<file path="config.mk">
export PLATFORM = sky130hd
export DESIGN_NAME = mrc_frame_tracker
export DESIGN_NICKNAME = d
export VERILOG_FILES = /design/src/rtl/core/mrc_pkg.sv /design/src/rtl/core/mrc_frame_tracker.sv
export SDC_FILE = /design/constraint.sdc
export NUM_CORES = 1
export LEC_CHECK = 0
export BUFFER_PORTS_ARGS = -buffer_cell sky130_fd_sc_hd__buf_2
export CORE_MARGIN = 5
export CORE_UTILIZATION = 49
export DETAILED_ROUTE_END_ITERATION = 10
export PLACE_DENSITY_LB_ADDON = 0.1
export SETUP_SLACK_MARGIN = 0.1
export SYNTH_ARGS = -nofsm -noshare
export SYNTH_HDL_FRONTEND = slang
export SYNTH_SLANG_ARGS = --single-unit
</file>
<file path="constraint.sdc">
create_clock -name i_clk -period 7.25 [get_ports i_clk]
set_input_delay 1.45 -clock i_clk [delete_from_list [all_inputs] [get_ports i_clk]]
set_output_delay 1.45 -clock i_clk [all_outputs]
set_load 0.01 [all_outputs]
</file>
<file path="src/rtl/core/mrc_pkg.sv">
`default_nettype none

package mrc_pkg;

    // crc-16 parameters (reflected form)
    localparam logic [15:0] CRC_INIT = 16'hFFFF;
    localparam logic [15:0] CRC_POLY = 16'hA001;

    // frame byte positions
    localparam int unsigned POS_W = 9;
    localparam logic [POS_W-1:0] POS_COUNT    = 9'd2;
    localparam logic [POS_W-1:0] POS_SPEED_HI = 9'd3;
    localparam logic [POS_W-1:0] POS_SPEED_LO = 9'd4;
    localparam logic [POS_W-1:0] POS_DIR_HI   = 9'd5;
    localparam logic [POS_W-1:0] POS_DIR_LO   = 9'd6;
    localparam logic [POS_W-1:0] CRC_OFFSET   = 9'd3;

    // data byte count below this marks a short frame
    localparam logic [7:0] MIN_COUNT = 8'd4;

    // stream widths
    localparam int unsigned IN_DATA_W  = 8;
    localparam int unsigned OUT_DATA_W = 72;

    // one checked frame
    typedef struct packed {
        logic        short_frame;
        logic [15:0] wind_direction;
        logic [15:0] wind_speed;
        logic [15:0] crc_computed;
        logic [15:0] crc_received;
        logic        crc_ok;
    } t_result;

    // one byte of the reflected crc, bit-parallel
    function automatic logic [15:0] crc_byte(input logic [15:0] crc_in,
                                             input logic [7:0]  data);
        logic [15:0] c;
        c = crc_in ^ {8'h00, data};
        for (int k = 0; k < 8; k++) begin
            if (c[0]) begin
                c = (c >> 1) ^ CRC_POLY;
            end else begin
                c = c >> 1;
            end
        end
        return c;
    endfunction

endpackage

`default_nettype wire

</file>
<file path="src/rtl/core/mrc_frame_tracker.sv">
`default_nettype none

module mrc_frame_tracker
    import mrc_pkg::*;
(
    input  wire logic       i_clk,
    input  wire logic       i_rst_n,
    input  wire logic       i_en,
    input  wire logic [7:0] i_rx_byte,
    input  wire logic       i_frame_start,
    output logic            o_res_valid,
    output t_result         o_result
);

    logic [POS_W-1:0] r_pos, n_pos;
    logic [7:0]       r_count, n_count;
    logic [15:0]      r_crc, n_crc;
    logic [7:0]       r_low, n_low;
    logic [15:0]      r_speed, n_speed;
    logic [15:0]      r_dir, n_dir;
    logic             r_active, n_active;

    logic [POS_W-1:0] w_pos;
    logic [7:0]       w_count;
    logic [15:0]      w_crc;
    logic [7:0]       w_low;
    logic [15:0]      w_speed;
    logic [15:0]      w_dir;
    logic             w_active;
    logic [POS_W-1:0] w_limit;
    logic [15:0]      w_rx_crc;

    // a start byte opens a fresh frame
    always_comb begin
        w_active = i_frame_start | r_active;
        w_pos    = i_frame_start ? '0 : r_pos;
        w_count  = i_frame_start ? '0 : r_count;
        w_crc    = i_frame_start ? CRC_INIT : r_crc;
        w_low    = i_frame_start ? '0 : r_low;
        w_speed  = i_frame_start ? '0 : r_speed;
        w_dir    = i_frame_start ? '0 : r_dir;
    end

    // next state and result for the current byte
    always_comb begin
        n_pos       = r_pos;
        n_count     = r_count;
        n_crc       = r_crc;
        n_low       = r_low;
        n_speed     = r_speed;
        n_dir       = r_dir;
        n_active    = r_active;
        o_res_valid = 1'b0;
        w_limit     = '0;
        w_rx_crc    = {i_rx_byte, w_low};

        if (i_en && w_active) begin
            n_active = 1'b1;
            n_pos    = w_pos + 1'b1;
            n_count  = (w_pos == POS_COUNT) ? i_rx_byte : w_count;
            n_crc    = w_crc;
            n_low    = w_low;
            n_speed  = w_speed;
            n_dir    = w_dir;

            // register bytes, big-endian
            case (w_pos)
                POS_SPEED_HI: n_speed = {i_rx_byte, w_speed[7:0]};
                POS_SPEED_LO: n_speed = {w_speed[15:8], i_rx_byte};
                POS_DIR_HI:   n_dir   = {i_rx_byte, w_dir[7:0]};
                POS_DIR_LO:   n_dir   = {w_dir[15:8], i_rx_byte};
                default: ;
            endcase

            w_limit = {1'b0, n_count} + CRC_OFFSET;

            // header and data feed the crc, then two crc bytes
            if (w_pos < w_limit || w_pos <= POS_COUNT) begin
                n_crc = crc_byte(w_crc, i_rx_byte);
            end else if (w_pos == w_limit) begin
                n_low = i_rx_byte;
            end else begin
                o_res_valid = 1'b1;
                n_active    = 1'b0;
            end
        end
    end

    // result fields, taken when o_res_valid is high
    always_comb begin
        o_result.crc_received   = w_rx_crc;
        o_result.crc_computed   = w_crc;
        o_result.crc_ok         = (w_rx_crc == w_crc);
        o_result.short_frame    = (n_count < MIN_COUNT);
        o_result.wind_speed     = o_result.short_frame ? '0 : n_speed;
        o_result.wind_direction = o_result.short_frame ? '0 : n_dir;
    end

    // frame state
    always_ff @(posedge i_clk) begin
        if (!i_rst_n) begin
            r_pos    <= '0;
            r_count  <= '0;
            r_crc    <= CRC_INIT;
            r_low    <= '0;
            r_speed  <= '0;
            r_dir    <= '0;
            r_active <= 1'b0;
        end else begin
            r_pos    <= n_pos;
            r_count  <= n_count;
            r_crc    <= n_crc;
            r_low    <= n_low;
            r_speed  <= n_speed;
            r_dir    <= n_dir;
            r_active <= n_active;
        end
    end

endmodule

`default_nettype wire
</file>
Word level (Yosys, flattened, before mapping)

Cells that the tools add are included.
Widths: inputs -> output; s select.

Register bits after elaboration: 74
Input bits: 12
Output and inout bits: 67
Word-level logic and storage cells: 75

$add $sub $neg: 2
$lt $le $gt $ge: 3
Equality and inequality tests: 7
Mux-type cells: 44
Bitwise gates (word level): 10
Reduce and logical (&&, ||, !) cells: 2

Operators with widths:

| kind                | count |
|---|---|
| $mux 16             | 30 |
| $pmux 16 s2         | 2 |
| $mux 8              | 6 |
| $eq 9x3->1 const B  | 3 |
| $not 2->3           | 8 |
| $eq 9x2->1 const B  | 2 |
| $eq 16x16->1        | 1 |
| $xor 16x8->16       | 1 |
| $add 8x2->9 const B | 1 |
| $add 9x1->9 const B | 1 |
| $eq 9x9->1          | 1 |
| $le 9x2->1 const B  | 1 |
| $lt 9x9->1          | 1 |
| $mux 9              | 1 |
| $lt 8x3->1 const B  | 1 |
| $mux 1              | 5 |
| $logic_and 1x1->1   | 1 |
| $logic_or 1x1->1    | 1 |
| $or 1x1->1          | 1 |

Longest topological paths before layout

Depth after elaboration: 35
Gate-level depth with buffers: 22
Mapped depth without buffers: 18

Worst setup path after synthesis

Ideal clock, no wire load.

Path kind: in2out
From: input port i_frame_start
To: output port o_res_valid
Arrival time: 5238 ps
Data required time: 5800 ps
Path slack: 562 ps
Cell stages on the path: 19
Path buffers: 4
Path through: clkbuf_1 clkbuf_1 clkbuf_1 nor2b_1 ha_1 o21ai_1 a21oi_4 buf_4 nor3b_1 a21oi_1 ha_1 nor4_1 nand2_1 ha_1 nand2_1 o31a_1 a31oi_1 and3_1 nor2b_1

Cells in the longest elaborated chain, start to end: 8
Elaborated cells on any way between the ends: 14
Those cells by class: 1 x add/sub; 2 x order compare; 2 x eq/ne; 6 x mux; 1 x bitwise; 2 x reduce/logical

RTL lines:

| element                                           | line                                             | text |
|---|---|---|
| from (decl)                                       | mrc_frame_tracker.sv:10                          | `input wire logic i_frame_start,` |
| $mux 9                                            | mrc_frame_tracker.sv:36                          | `w_pos = i_frame_start ? '0 : r_pos;` |
| $eq 9x2->1                                        | mrc_frame_tracker.sv:60                          | `n_count = (w_pos == POS_COUNT) ? i_rx_byte : w_count;` |
| $mux 8                                            | mrc_frame_tracker.sv:60                          |  |
| $add 8x2->9                                       | mrc_frame_tracker.sv:75                          | `w_limit = {1'b0, n_count} + CRC_OFFSET;` |
| $lt 9x9->1 / $eq 9x9->1 (equally long branches)   | mrc_frame_tracker.sv:78, mrc_frame_tracker.sv:80 |  |
| $logic_or 1x1->1 / $mux 1 (equally long branches) | mrc_frame_tracker.sv:78, mrc_frame_tracker.sv:80 |  |
| $mux 1                                            | mrc_frame_tracker.sv:78                          | `if (w_pos < w_limit \|\| w_pos <= POS_COUNT) begin` |
| $mux 1 *                                          | mrc_frame_tracker.sv:57                          | `if (i_en && w_active) begin` |
| to (decl)                                         | mrc_frame_tracker.sv:11                          | `output logic o_res_valid,` |

Every way passes the cells marked *; elsewhere a longest branch is shown, timed or not.

Worst setup path in the final report

Same ends and word-level chain as after synthesis.

==> run_results.csv <==
group,metric,value,unit
floorplan,dieHeight,106,um
sta,setup_viol,0,
clocking,cts_buffer_depth,2,
final_layout,final_util,55.7,%
critical_path,end_kind,"output port",
synthesis,syn_area,4560,um2
routing,drcViolationCount,0,
global_routing,grt_max_degree,75,
synthesis,avgSynthCellArea,8.48,um2
floorplan,die-area,11300,um2
min_path,hp-class,"flip-flop to flip-flop",
synthesis,synthCells,538,
global_routing,antenna_found_initial,0,
critical_path,cp.depth,18,
placed_design,hpwl,8.44,mm
flow_run,maxCapViolations,0,
synthesis,synth_seq_cells,74,
global_routing,first_global_vias,3721,
clocking,numCtsBuffers,9,
clocking,clkSinkCount,74,
sta,hold_viol_final,0,
sta,fmax,147,MHz
final_layout,num_antenna_cells,0,
floorplan,die_x,106,um
final_layout,area_growth,11.8,%
final_layout,multi_input_area,2780,um2
global_routing,grt_pass1_wl,19.5,mm
floorplan,rows,35,
critical_path,r2r_end,"r_crc[15]",
synthesis,synthArstFlopShare,0,%
critical_path,r2r_start,"r_pos[1]",
critical_path,crit_slowest_cell,"or3b_4",
final_layout,seqCellArea,1480,um2
critical_path,path_delay_family,"simple AND/OR/NAND/NOR gates",
clocking,htreeDepth,3,
placed_design,placed_cell_area,4870,um2
critical_path,ff2ff_path_depth,17,
critical_path,slowest_delay,0.43,ns
critical_path,cp_max_fo,18,
final_layout,final_nets,611,
sta,finalCriticalPeriod,6.80,ns
sta,fin_crit_sh,93.8,%
synthesis,postSynthNetCount,564,
floorplan,initial_utilization,49.8,%
critical_path,required,5.80,ns
critical_path,path_class,"input pin to output port",
sta,relSlewSlack,39.7,%
routing,firstDrtPassIters,4,
synthesis,ys_warn_count,0,
min_path,whs_endpoint,"r_crc[8]",
critical_path,crit_chain,"buf_2 -> nor2b_1 -> inv_1 -> ha_1 -> o21ai_1 -> a21oi_4 -> buf_4 -> a32oi_1 -> or3b_4 -> nor3_2 -> xor2_1 -> ha_1 -> nand2_1 -> o31a_1 -> a31oi_1 -> and3_1 -> nor2b_1 -> buf_2",
routing,wl,12.2,mm
min_path,hold_depth,2,
sta,drv_slew,0,
power,ir_drop,0.119,mV
routing,drt-vias-per-instance,5.52,
final_layout,final-instance-count-excl-fill,700,
final_layout,drive_above_1_share,20.0,%
synthesis,ys_types,55,
global_routing,track_usage,21.5,%
sta,tns,0,ns
clocking,clockRootBuffer,"clkbuf_8",
synthesis,synth_seq_area_share,32.5,%
critical_path,r2r_setup_slack,2.78,ns
global_routing,grt_overflow_total,0,
sta,tightest_slew,0.904,ns
min_path,min_from,"r_crc[8]",
sta,grt_setup_unrepaired,"no",
floorplan,coreArea,9150,um2
clocking,cts_tree,"done",
power,pwr_density_cell,185,nW/um2
routing,dr_total_vias,3862,
synthesis,synth_edf_count,0,
synthesis,synth_flop_cell,"dfxtp_1",
routing,detail-route-antenna-nets,0,
sta,clock_skew,0.00907,ns
routing,wl_per_cell,17.4,um
clocking,clock_latency,0.34,ns
placed_design,placed_cells,683,
critical_path,critPathBufInv,4,
clocking,clkTransAtPathRegs,0.08,ns
placed_design,numPortBuffers,78,
routing,drt-initial-drc-count,206,
final_layout,fill_cells,893,
final_layout,design_area,5100,um2
placed_design,gp_congestion,0.903,
run_status,status,"finished, final reports clean",
critical_path,worst_setup_path_start_kind,"input pin",
power,leakage,2.23,nW
floorplan,io_pins,79,
power,total_power,0.942,mW
critical_path,critical_path_arrival,5.35,ns
how the worst max path moves through the flow:
stage / startpoint / to / slack [ns]
4_1_cts: i_frame_start / o_res_valid / 0.31
5_1_grt: i_frame_start / o_res_valid / 0.20
3_5_place_dp: i_frame_start / o_res_valid / 0.34
2_1_floorplan: i_frame_start / o_res_valid / 0.56
6_report: i_frame_start / o_res_valid / 0.45
3_3_place_gp: i_frame_start / o_res_valid / 0.46
layout by cell type (no fill, tap or decap), types with 3 or more instances in the layout:
cell and n:
nor2b_1 18, nand2_1 49, xnor2_1 30, nand2b_1 3, nor3_1 7, nor3b_1 8, clkbuf_8 9, a22oi_1 3
and3_1 5, xor2_1 19, nand4_1 4, dfxtp_1 74, a22o_1 32, o21ai_1 5, nand3_1 8, buf_2 78
a21oi_1 9, and2_1 71, nor2_1 24, o2111ai_1 3, a31oi_1 3, clkinv_2 3, a21boi_0 11, o211ai_1 13
or2_2 7, ha_1 14, o21ai_0 16, buf_4 5, inv_1 16, o211a_1 9
flip-flops by register name, summed over array words and instances, names as in the netlist:
name      cells
r_active      1
r_dir        16
r_speed      16
r_crc        16
r_count       8
r_pos         9
r_low         8
timing repair:
item / CTS / global route
hold buffers: 0 / 0
setup endpoints to repair: 0 / 1
setup buffers: 0 / 2
endpoints found under the hold margin: 0 / 0
resized for setup: 0 / 1
cells by family (layout without fill, tap and decap cells):
family	Yosys count	in the layout	share of synthesized area (%)
compound gates	119	119	20.1
fa+ha+maj	14	14	3.84
xor+xnor	51	51	10.4
buf+inv	63	114	6.61
simple gates	215	215	26.1
mux	2	2	0.439
flops	74	74	32.5
synthesized netlist by cell type (4+ instances only):
cell type,n,area [um2]
dfxtp_1,74,1480
and2_1,71,444
nand2_1,49,184
a22o_1,32,280
xnor2_1,30,263
clkbuf_1,26,97.6
nor2_1,24,90.1
xor2_1,19,166
nor2b_1,18,113
inv_1,16,60.1
o21ai_0,16,80.1
ha_1,14,175
o211ai_1,13,97.6
a21boi_0,11,82.6
a21oi_1,9,45.0
buf_4,9,67.6
o211a_1,9,90.1
nand3_1,8,40.0
nor3b_1,8,60.1
buf_2,7,35.0
nor3_1,7,35.0
or2_2,7,43.8
and3_1,5,31.3
o21ai_1,5,25.0
nand4_1,4,25.0
per-layer routing:
layer,vias up,routed length [um],GRT usage (%)
met5,-,0,0
met4,0,46,3.74
met3,4,789,4.74
met2,111,5940,37.0
met1,1821,5380,28.0
li1,1926,-,-
cell type report:
cell class	count	area share [%]
tap	111	2.72
inverter	16	1.18
timing repair buffer	83	8.39
multi-input combinational	401	54.6
sequential	74	29.1
clock inverter	6	1.62
clock buffer	9	2.43
power breakdown:
part | internal, mW | total, mW | switching (mW)
combinational | 0.0667 | 0.165 | 0.0986
clock | 0.190 | 0.344 | 0.153
sequential | 0.419 | 0.433 | 0.0135
total | 0.676 | 0.942 | 0.266
worst reg2reg max path: cells and delay by family (launching register included):
kind                     cells  cell delay [ns]
XOR/XNOR                     1             0.09
AO/OA/AOI/OAI                7             1.81
AND/OR/NAND/NOR              6             1.22
adder cells (fa/ha/maj)      2             0.58
buffers and inverters        1             0.20
flip-flops                   1             0.43
per-stage QoR:
stage	setup WS, ns	hold WS [ns]
finish	0.450	0.498
global route	0.196	0.523
CTS	0.311	0.502
detailed placement	0.337	0.483
global placement	0.463	0.464
floorplan	0.562	0.446
Power figures use the tool's default switching activity.
